`src/rtl/npc_pkg.sv`:
```
// npc_pkg: shared types, constants and the squared channel distance function
// for the nearest palette color search; used by every rtl file of the block
`default_nettype none

package npc_pkg;

   // table depth and field widths
   localparam int ENTRIES = 256;
   localparam int IDX_W   = 8;
   localparam int CNT_W   = IDX_W + 1;
   localparam int CHAN_W  = 8;
   localparam int SQ_W    = 2 * CHAN_W;
   localparam int DIST_W  = SQ_W + 2;
   localparam int OFS_W   = 8;
   localparam int NUM_W   = 9;

   // configuration port
   localparam int CSR_IDX_W  = 2;
   localparam int CSR_DATA_W = 9;
   localparam logic [CSR_IDX_W-1:0] CSR_PALETTE_SIZE = 2'd0;
   localparam logic [CSR_IDX_W-1:0] CSR_INDEX_OFFSET = 2'd1;
   localparam logic [OFS_W-1:0]     INDEX_OFFSET_RST = 8'd16;

   // request kinds
   localparam logic KIND_LOAD  = 1'b0;
   localparam logic KIND_QUERY = 1'b1;

   typedef struct packed {
      logic [CHAN_W-1:0] red;
      logic [CHAN_W-1:0] green;
      logic [CHAN_W-1:0] blue;
   } color_type;

   // search token that walks down the cell chain
   typedef struct packed {
      logic              valid;
      logic              found;
      logic [IDX_W-1:0]  idx;
      logic [DIST_W-1:0] cost;
   } wave_type;

   function automatic logic [SQ_W-1:0] sq_diff(input logic [CHAN_W-1:0] a,
                                                input logic [CHAN_W-1:0] b);
      logic [CHAN_W-1:0] d;
      d = (a > b) ? (a - b) : (b - a);
      return SQ_W'(d) * SQ_W'(d);
   endfunction

endpackage

`default_nettype wire

```
`src/rtl/npc_cell.sv`:
```
// npc_cell: one palette cell, holds one entry, keeps its registered distance
// to the current pixel and updates the passing search token; uses npc_pkg
`default_nettype none

module npc_cell (
   input  logic                      clock,
   input  logic                      reset,
   input  logic                      wr_en,
   input  npc_pkg::color_type        wr_color,
   input  npc_pkg::color_type        pixel,
   input  logic [npc_pkg::CNT_W-1:0] count,
   input  logic [npc_pkg::IDX_W-1:0] cell_idx,
   input  npc_pkg::wave_type         wave_in,
   output npc_pkg::wave_type         wave_out
);
   import npc_pkg::*;

   color_type         entry_ff, entry_in;
   logic [DIST_W-1:0] dist_ff, dist_in;
   wave_type          wave_ff, wave_in_nx;
   logic              active;
   logic              take;

   always_comb begin
      entry_in = wr_en ? wr_color : entry_ff;
      dist_in  = DIST_W'(sq_diff(pixel.red, entry_ff.red))
               + DIST_W'(sq_diff(pixel.green, entry_ff.green))
               + DIST_W'(sq_diff(pixel.blue, entry_ff.blue));
   end

   // cells at or beyond the palette size just pass the token on
   assign active = CNT_W'(cell_idx) < count;
   assign take   = wave_in.valid && active && (!wave_in.found || (dist_ff < wave_in.cost));

   always_comb begin
      wave_in_nx = wave_in;
      if (take) begin
         wave_in_nx.found = 1'b1;
         wave_in_nx.idx   = cell_idx;
         wave_in_nx.cost  = dist_ff;
      end
   end

   always_ff @(posedge clock) begin
      entry_ff <= entry_in;
      dist_ff  <= dist_in;
      if (reset) begin
         wave_ff <= '0;
      end else begin
         wave_ff <= wave_in_nx;
      end
   end

   assign wave_out = wave_ff;

endmodule

`default_nettype wire

```
`config.mk`:
```
export PLATFORM = sky130hd
export DESIGN_NAME = npc_cell
export DESIGN_NICKNAME = d
export VERILOG_FILES = /design/src/rtl/npc_pkg.sv /design/src/rtl/npc_cell.sv
export SDC_FILE = /design/constraint.sdc
export NUM_CORES = 1
export LEC_CHECK = 0
export ABC_CLOCK_PERIOD_IN_PS = 26000
export BUFFER_PORTS_ARGS = -buffer_cell sky130_fd_sc_hd__buf_2
export CELL_PAD_IN_SITES_DETAIL_PLACEMENT = 1
export CELL_PAD_IN_SITES_GLOBAL_PLACEMENT = 1
export CORE_MARGIN = 3
export CORE_UTILIZATION = 50
export DETAILED_ROUTE_END_ITERATION = 10
export HOLD_SLACK_MARGIN = 0.12
export PLACE_DENSITY = 0.95
export SETUP_SLACK_MARGIN = 0.02
export SYNTH_ARGS = -nofsm -noshare
export SYNTH_HDL_FRONTEND = slang
export SYNTH_SLANG_ARGS = --single-unit
```
`constraint.sdc`:
```
create_clock -name clock -period 26 [get_ports clock]
set_clock_uncertainty 0.2 [all_clocks]
set_input_delay 2.6 -clock clock [delete_from_list [all_inputs] [get_ports clock]]
set_output_delay 2.6 -clock clock [all_outputs]
set_load 0.01 [all_outputs]
```
# [Word level (Yosys, flattened, before mapping)]
# Index checks and enable logic that the tools add are counted.
[word_totals] register_bits=70 inputBits=96 output_inout_bits=28 word_cells=32
[classes] addsub=8 n_mul=3 order_cmp=5 muxes=4 n_reduce_logical=4
[ops] cell="multiplier 8 x 8 -> 16 bit" count=3
[ops] cell="subtractor 8 bit" count=6
[ops] cell="2-to-1 mux 27 bit" count=1
[ops] cell="greater-than comparator 8 bit" count=3
[ops] cell="2-to-1 mux 8 bit" count=3
[ops] cell="adder 17 x 16 -> 18 bit" count=1
[ops] cell="< comparator 18 bit" count=1
[ops] cell="adder 16 x 16 -> 17 bit" count=1
[ops] cell="< comparator 8 x 9 -> 1 bit" count=1
[ops] cell="logical AND 1 bit" count=2
[ops] cell="logical NOT 1 bit" count=1
[ops] cell="logical OR 1 bit" count=1

# [Longest topological paths before layout]
[logic_depth] depth_word=5 mapped_depth=34 mapped_depth_nobuf=32

# [Least setup slack after synthesis]
# Ideal clock, no wire load.
[synth_timing] kind="input-to-reg" start="in pixel[0] (netlist bit)" end="reg dist_ff[17]" setup_ns=0.072 arrival_time_ns=9.782 required_time_ns=25.728 path_slack_ns=15.945 stages=29 n_path_buf=0 cell_sequence="inv_1 > ha_1 > inv_1 > fa_1 > a21oi_2 > o21ai_2 > a21oi_2 > a211oi_4 > mux2i_1 > xor2_1 > nor2_1 > fa_1 > inv_1 > fa_1 > fa_1 > inv_1 > fa_1 > fa_1 > fa_1 > inv_1 > fa_1 > inv_1 > ha_1 > o21ai_0 > a21oi_1 > o41ai_1 > o21ai_0 > a21oi_1 > xnor2_1"
[synth_between] elab_chain_cells=4 elab_cells_between_ends=6 cone_classes="add/sub (3); mul (1); order compare (1); mux (1)"
[synth_rtl] item="start: declaration" line="npc_cell.sv:10" rtl="input npc_pkg::color_type pixel,"
[synth_rtl] item="subtractor 8 bit / greater-than comparator 8 bit (equally long branches)" line="npc_pkg.sv:45" rtl="d = (a > b) ? (a - b) : (b - a);"
[synth_rtl] item="2-to-1 mux 8 bit (*)" line="npc_pkg.sv:45"
[synth_rtl] item="multiplier 8 x 8 -> 16 bit (*)" line="npc_pkg.sv:46" rtl="return SQ_W'(d) * SQ_W'(d);"
[synth_rtl] item="adder 17 x 16 -> 18 bit (*)" line="npc_cell.sv:28" rtl="+ DIST_W'(sq_diff(pixel.blue, entry_ff.blue));"
[synth_rtl] item="via dist_in[17]" line="npc_cell.sv:19" rtl="logic [DIST_W-1:0] dist_ff, dist_in;"
[synth_rtl] item="end signal: assignment" line="npc_cell.sv:46" rtl="dist_ff <= dist_in;"
[synth_rtl] item="end: declaration" line="npc_cell.sv:19"
# The timed path passes the listed nets; every way through them passes the cells marked *.
# A chain may end at the register's enable or synchronous reset.

# [Worst setup path after layout]
# Ends and elaborated chain as after synthesis.

==> results.txt <==
----------------------------------------------------
[Clock tree]
  Clock latency on the worst-skew pair ... 360 ps
  Number of H-tree levels ... 3
  TritonCTS clock tree ... yes
  Clock Tree Buf Depth ... 2
  Sinks on Clock Net ... 70
  Post-CTS Setup Inserts ... 0
  Inserted Clock Buffers ... 9
  Number of buffers inserted by hold repair at cts ... 0
  Clk root buf ... sky130_fd_sc_hd__clkbuf_16
  Number of gates given a new drive strength after cts ... 0
  Clock transition at the registers of the reported paths ... 70 ps

[Routing]
  Residual DRC ... 0
  Residual antenna-violating net count after detailed routing ... 0
  Via density per instance ... 5.527
  Via Count ... 8124
  Post-detailed-route wirelength per cell ... 21.54 um
  Initial DRT Pass Iterations ... 4
  Detailed-route wire length ... 31.67 mm
  Detailed Route Iter0 Violations ... 378

[Synthesis]
  Post-synth top area cell ... sky130_fd_sc_hd__fa_1
  Number of enable-type register cells in the synthesized netlist ... 24
  Most used flip-flop cell after synthesis ... sky130_fd_sc_hd__dfxtp_1
  Ranking of synthesized cells by instance count ... sky130_fd_sc_hd__inv_1 (274), sky130_fd_sc_hd__ha_1 (147), sky130_fd_sc_hd__fa_1 (139)
  Mean cell area of the mapped netlist ... 9.337 sq um
  Fraction of the yosys area taken by sequential cells ... 16.20%
  Number of distinct library cells after synthesis ... 62
  Fraction of synthesized cell area taken by the top area cell type ... 27.47%
  Cell types occupying the most area after synthesis ... sky130_fd_sc_hd__fa_1 (27%), sky130_fd_sc_hd__ha_1 (18%), sky130_fd_sc_hd__inv_1 (10%), sky130_fd_sc_hd__dfxtp_1 (9.1%), sky130_fd_sc_hd__edfxtp_1 (7.1%)
  Post-synthesis sequential element count ... 70
  Number of instances in the synthesized netlist ... 1085
  Post-Syn Nets ... 1467
  Proportion of synthesized flip-flops having asynchronous set or reset ... 0%
  Number of synthesis warnings ... 0
  Most frequently used cell type in the post-synthesis netlist ... sky130_fd_sc_hd__inv_1
  Cell area after synthesis ... 0.01013 sq mm

[Layout]
  # diodes ... 0
  Fraction of layout cells with a size suffix above 1 ... 14.69%
  Layout Area Growth over Synthesis ... 11.78%
  Final nets ... 1582
  Filler instances ... 2311

[Critical path]
  Worst Setup End Kind ... flip-flop
  Worst-path maximum fanout ... 9
  Slowest-stage cell, CP ... sky130_fd_sc_hd__xor2_1
  Data required time of the worst path ... 26080 ps
  Max incr delay on CP ... 700 ps
  Cell repeated most along the worst path ... sky130_fd_sc_hd__fa_1
  Worst EP arrival ... 11770 ps
  Startpoint-to-endpoint class of the critical path ... in2reg
  Category of the worst setup path launch point ... primary input

[STA]
  Unrepaired setup endpoints after global routing ... false
  Upper clock frequency limit ... 0.08553 GHz
  Rel. slew slack ... 37.87%
  Pins Over Slew Limit ... 0
  Clock period minus final worst setup slack ... 11690 ps
  Hold Fails Final Rpt ... 0
  Setup violations, final ... 0
  Slew @ Worst Pin ... 931.9 ps
  Final TNS setup ... 0 ps
  Ratio of final minimum period to clock period ... 44.97%

[Die]
  Starting density of the core ... 51.55%
  I/O pin count ... 124
  Die Area ... 0.02201 sq mm
  Site Rows ... 51
  Die outline height ... 148.3 um
  Die width ... 148.3 um
  Floorplan core area ... 0.01965 sq mm

[Placement]
  GP Congestion ... 0.8602
  Detailed placer's ending HPWL ... 25.26 mm
  Number of input and output port buffers inserted ... 123

[Run status]
  Outcome ... complete, no violations

[Flow run]
  Number of maximum-capacitance constraint violations ... 0

[GRT]
  Number of antenna violations at the first check in global routing ... 0
  Largest net degree at the start of global routing ... 29
  Wire length of the first global-routing pass ... 50.57 mm
  GRT Util Overall ... 29.56%
  Via count of the first global-routing pass ... 9740
  GRT overflow ... 0

[Min path]
  Hold Path Class ... reg2reg

----------------------------------------------------
critical path, delay by kind of cell:
kind,cells,cell delay (ps)
buffers and inverters,7,540
and+or+nand+nor,1,170
AOI/OAI and AO/OA,9,2440
muxes,1,340
xor gates and xnor gates,2,870
adders and majority gates,10,4780
registers in the layout, summed over array words and instances (netlist names):
register and cells:
wave_out 28, dist_ff 18, entry_ff 24
cells by family (layout without fill, tap and decap cells):
kind of cell               Yosys count  count (layout)  share of synthesized area (%)
AOI/OAI and AO/OA                  134             134                          8.868
adders and majority gates          286             286                          45.62
and+or+nand+nor                    208             208                          9.658
DFF                                 70              70                          16.20
muxes                               45              45                          4.471
buffers and inverters              305             425                          11.61
xor gates and xnor gates            37              37                          3.569
layout make-up:
type                            instances  area [sq um]  share of cell area, %
Multi-Input combinational cell        710          7331                  64.73
Sequential cell                        70          1642                  14.50
Inverter                              277          1040                  9.181
Timing Repair Buffer                  132         683.2                  6.032
Tap cell                              265         331.6                  2.928
Clock buffer                            9         225.2                  1.989
Clock inverter                          7         72.57                 0.6408
per-layer routing:
layer,part of all wire [%],vias to the layer above,track usage [%]
li1,-,3610,-
met1,35,4120,30.96
met2,55,272,56.82
met3,3.9,122,4.205
met4,5.5,0,15.57
met5,0,-,0
placed cells by master (no fill, tap or decap), drive strengths merged, types with 2 or more instances in the layout:
cell type and instances:
inv 282, ha 147, fa 139, buf 132, nor2 113, dfxtp 46, mux2i 43, a21oi 43
xnor2 27, edfxtp 24, o21ai 24, nand2b 21, a21o 19, nand2 18, o21bai 11, nand4 10
xor2 10, or2 10, clkbuf 9, nor2b 8, a221oi 7, nor3 7, nand3 5, and2 5
and3 5, a31oi 4, a211oi 4, a21boi 3, a31o 2, nand3b 2, mux2 2, o221ai 2
o31ai 2, o21ba 2, o41ai 2, o211ai 2
path summary, 6_finish.rpt:
kind / startpoint / end / slack, ps / depth (start not counted)
min: dist_ff[14] / wave_out[14] / 310 / 2
max reg2reg: entry_ff[0] / dist_ff[17] / 16250 / 28
min reg2reg: dist_ff[14] / wave_out[14] / 310 / 2
max: pixel[0] / dist_ff[17] / 14310 / 30
per-stage QoR:
stage	setup WS, ps	instances	utilization, %	hold WS, ps	area [sq um]
6_report	14310	1470	57.62	307.9	11320
2_1_floorplan	15950	1085	-	254.3	10130
5_1_grt	14090	1470	57.62	370.8	11320
3_5_place_dp	14550	1454	56.11	311.0	11030
4_1_cts	14490	1470	57.62	316.7	11320
3_3_place_gp	15380	1454	56.11	290.9	11030
Power is not shown: default switching activity piles up to over one toggle a cycle in this logic, so the estimate is an artifact.
